<file path="src/i2cram_pkg.sv">
// Shared types, codes and sequencing functions for the I2C register access master.
// No dependencies; imported by the core, the output buffer and the top level.
package i2cram_pkg;

    localparam int unsigned PHASE_W = 10;
    localparam int unsigned STEP_W  = 4;
    localparam int unsigned BIT_W   = 4;

    localparam logic [1:0] OP_TICK  = 2'd0;
    localparam logic [1:0] OP_WRITE = 2'd1;
    localparam logic [1:0] OP_READ  = 2'd2;

    localparam logic [BIT_W-1:0] BITS_PER_BYTE = 4'd8;

    typedef enum logic [2:0] {
        K_END,
        K_START,
        K_SEND_AW,
        K_SEND_REG,
        K_SEND_DATA,
        K_SEND_AR,
        K_RECV,
        K_STOP
    } t_kind;

    typedef struct packed {
        logic       rejected;
        logic       nack_seen;
        logic [7:0] read_byte;
        logic       done_res;
        logic       busy_res;
        logic       sda_level;
        logic       scl_level;
    } t_result;

    localparam int unsigned RESULT_W = $bits(t_result);

    function automatic t_kind prog_kind(input logic [STEP_W-1:0] step, input logic is_read);
        t_kind k;
        k = K_END;
        if (!is_read) begin
            unique case (step)
                4'd1:    k = K_START;
                4'd2:    k = K_SEND_AW;
                4'd3:    k = K_SEND_REG;
                4'd4:    k = K_SEND_DATA;
                4'd5:    k = K_STOP;
                default: k = K_END;
            endcase
        end else begin
            unique case (step)
                4'd1:    k = K_START;
                4'd2:    k = K_SEND_AW;
                4'd3:    k = K_SEND_REG;
                4'd4:    k = K_START;
                4'd5:    k = K_SEND_AR;
                4'd6:    k = K_RECV;
                4'd7:    k = K_STOP;
                default: k = K_END;
            endcase
        end
        return k;
    endfunction

    function automatic logic is_send(input t_kind k);
        return (k == K_SEND_AW) || (k == K_SEND_REG) || (k == K_SEND_DATA) || (k == K_SEND_AR);
    endfunction

    // Returns {scl, sda} after applying the pin phase.
    function automatic logic [1:0] drive_phase(
        input t_kind            k,
        input logic [1:0]       sub,
        input logic [BIT_W-1:0] bidx,
        input logic [7:0]       shift,
        input logic [1:0]       cur
    );
        logic scl;
        logic sda;
        scl = cur[1];
        sda = cur[0];
        if (k == K_START) begin
            case (sub)
                2'd0:    sda = 1'b1;
                2'd1:    scl = 1'b1;
                2'd2:    sda = 1'b0;
                default: scl = 1'b0;
            endcase
        end else if (is_send(k)) begin
            case (sub)
                2'd0:    sda = (bidx < BITS_PER_BYTE) ? shift[3'd7 - bidx[2:0]] : 1'b1;
                2'd1:    scl = 1'b1;
                default: scl = 1'b0;
            endcase
        end else if (k == K_RECV) begin
            case (sub)
                2'd0:    sda = 1'b1;
                2'd1:    scl = 1'b1;
                default: scl = 1'b0;
            endcase
        end else if (k == K_STOP) begin
            case (sub)
                2'd0:    sda = 1'b0;
                2'd1:    scl = 1'b1;
                default: sda = 1'b1;
            endcase
        end
        return {scl, sda};
    endfunction

endpackage

</file>
<file path="src/i2cram_core.sv">
// Bus sequencer: holds the transaction state and advances it one tick per transfer.
// Depends on i2cram_pkg for phase kinds, op codes and the result struct.
module i2cram_core
    import i2cram_pkg::*;
(
    input  logic               i_clk,
    input  logic               i_rst_n,
    input  logic               i_step,
    input  logic [1:0]         i_op,
    input  logic [7:0]         i_device_addr,
    input  logic [7:0]         i_reg_addr,
    input  logic [7:0]         i_write_data,
    input  logic               i_sda_in,
    input  logic               i_cfg_we,
    input  logic [PHASE_W-1:0] i_cfg_wdata,
    output t_result            o_result
);

    logic [PHASE_W-1:0] r_phase_ticks;
    logic [STEP_W-1:0]  r_step,   n_step;
    logic [1:0]         r_sub,    n_sub;
    logic [BIT_W-1:0]   r_bit,    n_bit;
    logic [PHASE_W-1:0] r_cnt,    n_cnt;
    logic [7:0]         r_shift,  n_shift;
    logic               r_is_read, n_is_read;
    logic [23:0]        r_addrs,  n_addrs;
    logic               r_nack,   n_nack;
    logic [7:0]         r_result, n_result;
    logic [1:0]         r_drive,  n_drive;

    logic [PHASE_W-1:0] limit;
    t_kind              kind;
    t_kind              kind_next;
    logic [2:0]         sub_inc;
    logic [2:0]         sub_count;
    logic               seg_next;
    logic               done;
    logic               rej;
    logic               is_cmd;

    assign limit  = (r_phase_ticks == '0) ? PHASE_W'(1) : r_phase_ticks;
    assign is_cmd = (i_op == OP_WRITE) || (i_op == OP_READ);
    assign kind   = prog_kind(r_step, r_is_read);

    always_comb begin
        n_step    = r_step;
        n_sub     = r_sub;
        n_bit     = r_bit;
        n_cnt     = r_cnt;
        n_shift   = r_shift;
        n_is_read = r_is_read;
        n_addrs   = r_addrs;
        n_nack    = r_nack;
        n_result  = r_result;
        n_drive   = r_drive;
        done      = 1'b0;
        rej       = 1'b0;
        seg_next  = 1'b0;
        kind_next = kind;
        sub_inc   = {1'b0, r_sub} + 3'd1;
        sub_count = (kind == K_START) ? 3'd4 : 3'd3;
        if (r_step != '0) begin
            rej = is_cmd;
            if (r_cnt >= limit) begin
                n_cnt = PHASE_W'(1);
                if (is_send(kind) && (r_bit == BITS_PER_BYTE) && (r_sub == 2'd1)) begin
                    n_nack = r_nack | i_sda_in;
                end
                if ((kind == K_RECV) && (r_bit < BITS_PER_BYTE) && (r_sub == 2'd1)) begin
                    n_shift = {r_shift[6:0], i_sda_in};
                    if (r_bit == 4'd7) begin
                        n_result = n_shift;
                    end
                end
                if (sub_inc >= sub_count) begin
                    n_sub    = 2'd0;
                    seg_next = 1'b1;
                    if (is_send(kind) || (kind == K_RECV)) begin
                        n_bit = r_bit + 4'd1;
                        if (n_bit <= BITS_PER_BYTE) begin
                            seg_next = 1'b0;
                            if ((kind == K_RECV) && (n_bit < BITS_PER_BYTE)) begin
                                n_sub = 2'd1;
                            end
                        end
                    end
                    if (seg_next) begin
                        n_step    = r_step + 4'd1;
                        kind_next = prog_kind(n_step, r_is_read);
                        n_sub     = 2'd0;
                        n_bit     = '0;
                        case (kind_next)
                            K_SEND_AW:   n_shift = r_addrs[23:16] & 8'hFE;
                            K_SEND_REG:  n_shift = r_addrs[15:8];
                            K_SEND_DATA: n_shift = r_addrs[7:0];
                            K_SEND_AR:   n_shift = r_addrs[23:16] | 8'h01;
                            K_RECV:      n_shift = 8'h00;
                            default:     n_shift = n_shift;
                        endcase
                        if (kind_next == K_END) begin
                            n_step = '0;
                            done   = 1'b1;
                            n_cnt  = '0;
                        end
                    end
                end else begin
                    n_sub = sub_inc[1:0];
                end
                n_drive = drive_phase(kind_next, n_sub, n_bit, n_shift, r_drive);
            end else begin
                n_cnt = r_cnt + PHASE_W'(1);
            end
        end else if (is_cmd) begin
            n_is_read = (i_op == OP_READ);
            n_addrs   = {i_device_addr, i_reg_addr, i_write_data};
            n_nack    = 1'b0;
            n_step    = 4'd1;
            n_sub     = 2'd0;
            n_bit     = '0;
            n_cnt     = PHASE_W'(1);
            n_drive   = drive_phase(K_START, 2'd0, '0, r_shift, r_drive);
        end
    end

    always_ff @(posedge i_clk) begin
        if (!i_rst_n) begin
            r_phase_ticks <= PHASE_W'(1);
            r_step        <= '0;
            r_sub         <= '0;
            r_bit         <= '0;
            r_cnt         <= '0;
            r_shift       <= '0;
            r_is_read     <= 1'b0;
            r_addrs       <= '0;
            r_nack        <= 1'b0;
            r_result      <= '0;
            r_drive       <= 2'b11;
        end else begin
            if (i_cfg_we) begin
                r_phase_ticks <= i_cfg_wdata;
            end
            if (i_step) begin
                r_step    <= n_step;
                r_sub     <= n_sub;
                r_bit     <= n_bit;
                r_cnt     <= n_cnt;
                r_shift   <= n_shift;
                r_is_read <= n_is_read;
                r_addrs   <= n_addrs;
                r_nack    <= n_nack;
                r_result  <= n_result;
                r_drive   <= n_drive;
            end
        end
    end

    always_comb begin
        o_result.scl_level = n_drive[1];
        o_result.sda_level = n_drive[0];
        o_result.busy_res  = (n_step != '0);
        o_result.done_res  = done;
        o_result.read_byte = n_result;
        o_result.nack_seen = n_nack;
        o_result.rejected  = rej;
    end

endmodule

</file>
<file path="src/i2cram_skid.sv">
// Two-entry output buffer between the sequencer and the result stream.
// Depends on i2cram_pkg for the result struct.
module i2cram_skid
    import i2cram_pkg::*;
(
    input  logic    i_clk,
    input  logic    i_rst_n,
    input  logic    i_valid,
    output logic    o_ready,
    input  t_result i_data,
    output logic    o_valid,
    input  logic    i_ready,
    output t_result o_data
);

    logic    r_out_valid;
    logic    r_skid_valid;
    t_result r_out_data;
    t_result r_skid_data;

    assign o_ready = !r_skid_valid;
    assign o_valid = r_out_valid;
    assign o_data  = r_out_data;

    always_ff @(posedge i_clk) begin
        if (!i_rst_n) begin
            r_out_valid  <= 1'b0;
            r_skid_valid <= 1'b0;
        end else if (i_valid && !r_skid_valid) begin
            if (!r_out_valid || i_ready) begin
                r_out_valid <= 1'b1;
                r_out_data  <= i_data;
            end else begin
                r_skid_valid <= 1'b1;
                r_skid_data  <= i_data;
            end
        end else if (i_ready) begin
            if (r_skid_valid) begin
                r_out_data   <= r_skid_data;
                r_skid_valid <= 1'b0;
            end else begin
                r_out_valid <= 1'b0;
            end
        end
    end

endmodule

</file>
<file path="src/i2c_register_access_master_unit.sv">
// Each result is registered in the output buffer before it reaches the master side.
// Throughput: one tick per cycle; the input side stalls only while both output
// buffer entries are full.
// Reset (synchronous, active low): sequencer idle, both lines released, phase
// length 1, read byte and ack status cleared, output buffer empty.
// Depends on i2cram_pkg, i2cram_core and i2cram_skid.
module i2c_register_access_master_unit
    import i2cram_pkg::*;
(
    input  logic               i_clk,
    input  logic               i_rst_n,
    input  logic               s_tvalid,
    output logic               s_tready,
    input  logic [31:0]        s_tdata,   // device_addr, reg_addr, write_data, sda_in, zero pad
    input  logic [1:0]         s_tuser,   // op
    output logic               m_tvalid,
    input  logic               m_tready,
    output logic [15:0]        m_tdata,   // scl_level, sda_level, busy_res, done_res,
                                          // read_byte, nack_seen, rejected, zero pad
    input  logic               i_cfg_we,
    input  logic [PHASE_W-1:0] i_cfg_wdata
);

    logic    step;
    t_result core_result;
    t_result out_result;

    assign step = s_tvalid && s_tready;

    i2cram_core u_core (
        .i_clk         (i_clk),
        .i_rst_n       (i_rst_n),
        .i_step        (step),
        .i_op          (s_tuser),
        .i_device_addr (s_tdata[7:0]),
        .i_reg_addr    (s_tdata[15:8]),
        .i_write_data  (s_tdata[23:16]),
        .i_sda_in      (s_tdata[24]),
        .i_cfg_we      (i_cfg_we),
        .i_cfg_wdata   (i_cfg_wdata),
        .o_result      (core_result)
    );

    i2cram_skid u_skid (
        .i_clk   (i_clk),
        .i_rst_n (i_rst_n),
        .i_valid (s_tvalid),
        .o_ready (s_tready),
        .i_data  (core_result),
        .o_valid (m_tvalid),
        .i_ready (m_tready),
        .o_data  (out_result)
    );

    assign m_tdata = {{(16 - RESULT_W){1'b0}}, out_result};

endmodule

</file>
<file path="config.mk">
export PLATFORM = sky130hd
export DESIGN_NAME = i2c_register_access_master_unit
export DESIGN_NICKNAME = d
export VERILOG_FILES = /design/src/i2cram_pkg.sv /design/src/i2cram_core.sv /design/src/i2cram_skid.sv /design/src/i2c_register_access_master_unit.sv
export SDC_FILE = /design/constraint.sdc
export NUM_CORES = 1
export LEC_CHECK = 0
export ABC_CLOCK_PERIOD_IN_PS = 11300
export BUFFER_PORTS_ARGS = -buffer_cell sky130_fd_sc_hd__buf_2
export CAP_MARGIN = 20
export CORE_UTILIZATION = 64
export CTS_BUF_LIST = sky130_fd_sc_hd__clkbuf_8 sky130_fd_sc_hd__clkbuf_16
export DETAILED_ROUTE_END_ITERATION = 7
export GPL_ROUTABILITY_DRIVEN = 0
export GPL_TIMING_DRIVEN = 0
export PLACE_DENSITY = 0.86
export SETUP_SLACK_MARGIN = 0.5
export SYNTH_ARGS = -nofsm -noshare
export SYNTH_HDL_FRONTEND = slang
export SYNTH_SLANG_ARGS = --single-unit
</file>
<file path="constraint.sdc">
create_clock -name i_clk -period 11.3 [get_ports i_clk]
set_clock_uncertainty 0.2 [all_clocks]
set_input_delay 0.565 -clock i_clk [delete_from_list [all_inputs] [get_ports i_clk]]
set_output_delay 0.565 -clock i_clk [all_outputs]
set_load 0.03 [all_outputs]
</file>
==> key figures <==
Outcome
  – Status: finished, violations left
  – Failing checks: design-rule violations

Die
  – Die X: 97.8 µm
  – Starting Density: 66.7%
  – Die area: 9560 µm²
  – I/O Pins: 67
  – Site row count: 34
  – Core area: 8810 µm²
  – Die height: 97.8 µm

Hold path
  – Worst Hold Class: in -> reg

Place
  – Port bufs: 55
  – HPWL after DPL: 10700 µm
  – Placed Cells incl. Taps: 843

Logic synthesis
  – Synth Register Bits: 103
  – Yosys top cell area share: 25.6%
  – EDFF count, synth: 28
  – Largest cells by area after synthesis: dfxtp_1 (26%), edfxtp_1 (14%), nand2_1 (6.5%), ha_1 (4.9%), a21oi_1 (4.2%)
  – Sequential share of the synthesized area: 39.9%
  – Post-synth top flop: dfxtp_1
  – Synthesized area: 5870 µm²
  – Warnings from Yosys: 0
  – Fraction of registers with async set/reset: 0%
  – Leading area contributor after synthesis: dfxtp_1
  – Syn Area/Cell: 8.65 µm²
  – Unique cell type count in the Yosys netlist: 79
  – Post-Syn Instances: 679

Critical path
  – CP max stage cell: a2111oi_0
  – Delay-heaviest family, CP: compound AO/OA/AOI/OAI gates
  – Critical path, cell by cell: inv_1, ha_1, nor4b_1, or3_4, nand2_1, or2_2, ha_1, nand2_1, o21ai_1, o31ai_1, a211o_1, a2111oi_0, o211ai_1, a211oi_1, nor3_1
  – Startpoint class of the critical path: flop
  – Buf+Inv Stages, Crit Path: 1
  – Critical Path RT: 11.24 ns
  – Crit end category: flop
  – Slowest Stage Delay on Critical Path: 0.81 ns
  – Crit path max fanout: 8
  – Arrival @ worst endpoint: 5.53 ns
  – Worst setup path class: reg -> reg

Clock tree
  – CTS tree: built
  – CTS Buf Count: 9
  – Clk Latency, worst-skew pair: 0.38 ns
  – Postcts setup bufs: 0
  – CTS H-tree depth: 3
  – CTS Root Cell: clkbuf_8
  – Hold buffer count at CTS: 0
  – Clock sink count: 103
  – CTS resizes: 0
  – Clock slew at reported path FFs: 0.11 ns
  – Clk buf depth: 2

Power and ir drop
  – P_sw: 0.226 mW
  – VDD IR max: 0.0707 mV
  – Reg power frac: 54.0%
  – Pint: 0.519 mW
  – Total Power: 0.745 mW
  – Leakage: 2.56 nW
  – Switching Share: 30.3%
  – Clock power share: 30.5%
  – Comb power frac: 15.5%
  – PD cells: 115 nW/µm²

Routing
  – WL final: 14400 µm
  – Routed wire per std cell: 16.7 µm
  – Vias: 5390
  – Initial drt markers: 579
  – DRT Pass-1 Iters: 8
  – Antenna-violating nets left: 0
  – DRC viols: 8
  – Vias/cell: 6.27

Final layout
  – Layout Cells excl Fill: 859
  – Layout cells sized above 1: 13.8%
  – Area growth syn-to-layout: 10.2%
  – FF+latch area: 2340 µm²
  – Final nets: 818
  – Commonest non-fill, non-tap cells in the layout: nand2_1 (101), dfxtp_1 (75), buf_2 (58)
  – Multi-input gate area: 3220 µm²
  – Filler Cells Inserted: 708
  – Ant. Diodes: 0
  – Commonest non-fill, non-tap cell in the layout: nand2_1

Flow run
  – Maxcap violations: 0

STA
  – Final worst-path cycle share: 49.5%
  – Fmax: 0.179 GHz
  – Setup_tns: 0 ns
  – Relative slew slack: 31.3%
  – Final setup fails: 0
  – Min cycle time layout: 5.59 ns
  – Worst-Margin Slew: 1.00 ns
  – Slew Viols, Final: 0
  – RSZ-0062 raised after global routing: no
  – Final Hold Fails: 0

Global routing
  – Total GRT Usage: 31.8%
  – First-pass GRT wire length: 24500 µm
  – Largest net degree at the start of global routing: 20
  – Initial antenna violation count: 0
  – Vias in the first global route: 5113
  – Total global routing overflow: 0
path summary, 6_finish.rpt:
check,start,end,slack [ns],cells after the start
setup / recovery,u_core.r_step[0]$_SDFFE_PN0P_,u_skid.o_data[1]$_DFFE_PP_,5.71,15
hold / removal,m_tready,u_skid.r_skid_valid$_SDFFE_PN0P_,0.17,2
setup reg to reg,u_core.r_step[0]$_SDFFE_PN0P_,u_skid.o_data[1]$_DFFE_PP_,5.71,15
hold reg to reg,u_core.r_addrs[6]$_SDFFE_PN0P_,u_core.r_addrs[6]$_SDFFE_PN0P_,0.27,2
registers in the layout (all words and copies together) (netlist names):
signal and count:
u_core.r_addrs 23, u_core.r_bit 4, u_core.r_cnt 10, u_core.r_drive 2, u_core.r_is_read 1, u_core.r_nack 1, u_core.r_phase_ticks 10, u_core.r_result 8
u_core.r_shift 8, u_core.r_step 4, u_core.r_sub 2, u_skid.o_data 14, u_skid.o_valid 1, u_skid.r_skid_data 14, u_skid.r_skid_valid 1
cell type report:
| class | instances | area share, % |
|---|---|---|
| Sequential cell | 103 | 36.2 |
| Buffer | 37 | 2.90 |
| Inverter | 34 | 1.97 |
| Multi-Input combinational cell | 506 | 49.7 |
| Tap cell | 108 | 2.09 |
| Clock inverter | 7 | 0.986 |
| Clock buffer | 9 | 1.91 |
| Timing Repair Buffer | 55 | 4.25 |
power by group through the flow:
stage               Sequential (mW)  Clock [mW]  Combinational, mW
finish                        0.402       0.227              0.116
global route                  0.404       0.241              0.128
CTS                           0.402       0.228              0.114
detailed placement            0.410           0              0.113
global placement              0.410           0              0.108
floorplan                     0.414           0             0.0739
cells in the mapped netlist (all sizes together) (8+ instances only):
| cell type | number |
|---|---|
| ha | 23 |
| dfxtp | 75 |
| nor3 | 17 |
| a31oi | 8 |
| nand2 | 102 |
| inv | 34 |
| o21ai | 44 |
| nor2b | 19 |
| and3 | 11 |
| nand3 | 19 |
| buf | 11 |
| mux2i | 22 |
| a21boi | 29 |
| edfxtp | 28 |
| clkbuf | 26 |
| a21oi | 49 |
| nor2 | 40 |
cell families (layout without fill, tap and decap cells):
logic type      Yosys count  after routing  share of synthesized area [%]
xor+xnor                 13             13                           1.94
compound gates          195            195                           22.7
simple gates            248            248                           20.8
other cells               1              2                         0.0639
fa+ha+maj                23             23                           4.90
mux                      25             25                           4.33
buf+inv                  71            142                           5.37
flops                   103            103                           39.9
layer usage:
metal	vias up	track usage, %	routed length, µm
met5	-	0	0
li1	2568	-	-
met3	54	4.94	1020
met2	273	52.7	6790
met4	0	13.3	453
met1	2495	41.6	6080
metrics by stage:
step	hold slack, ns	worst slack [ns]	util (%)	instance area [µm²]
floorplan	0.239	7.06	-	5880
global placement	0.252	5.95	71.4	6290
detailed placement	0.257	5.88	71.4	6290
CTS	0.171	5.87	73.5	6470
global route	0.169	5.26	73.5	6470
finish	0.172	5.71	73.5	6470
Note: power is estimated with default switching activity, not from simulation.
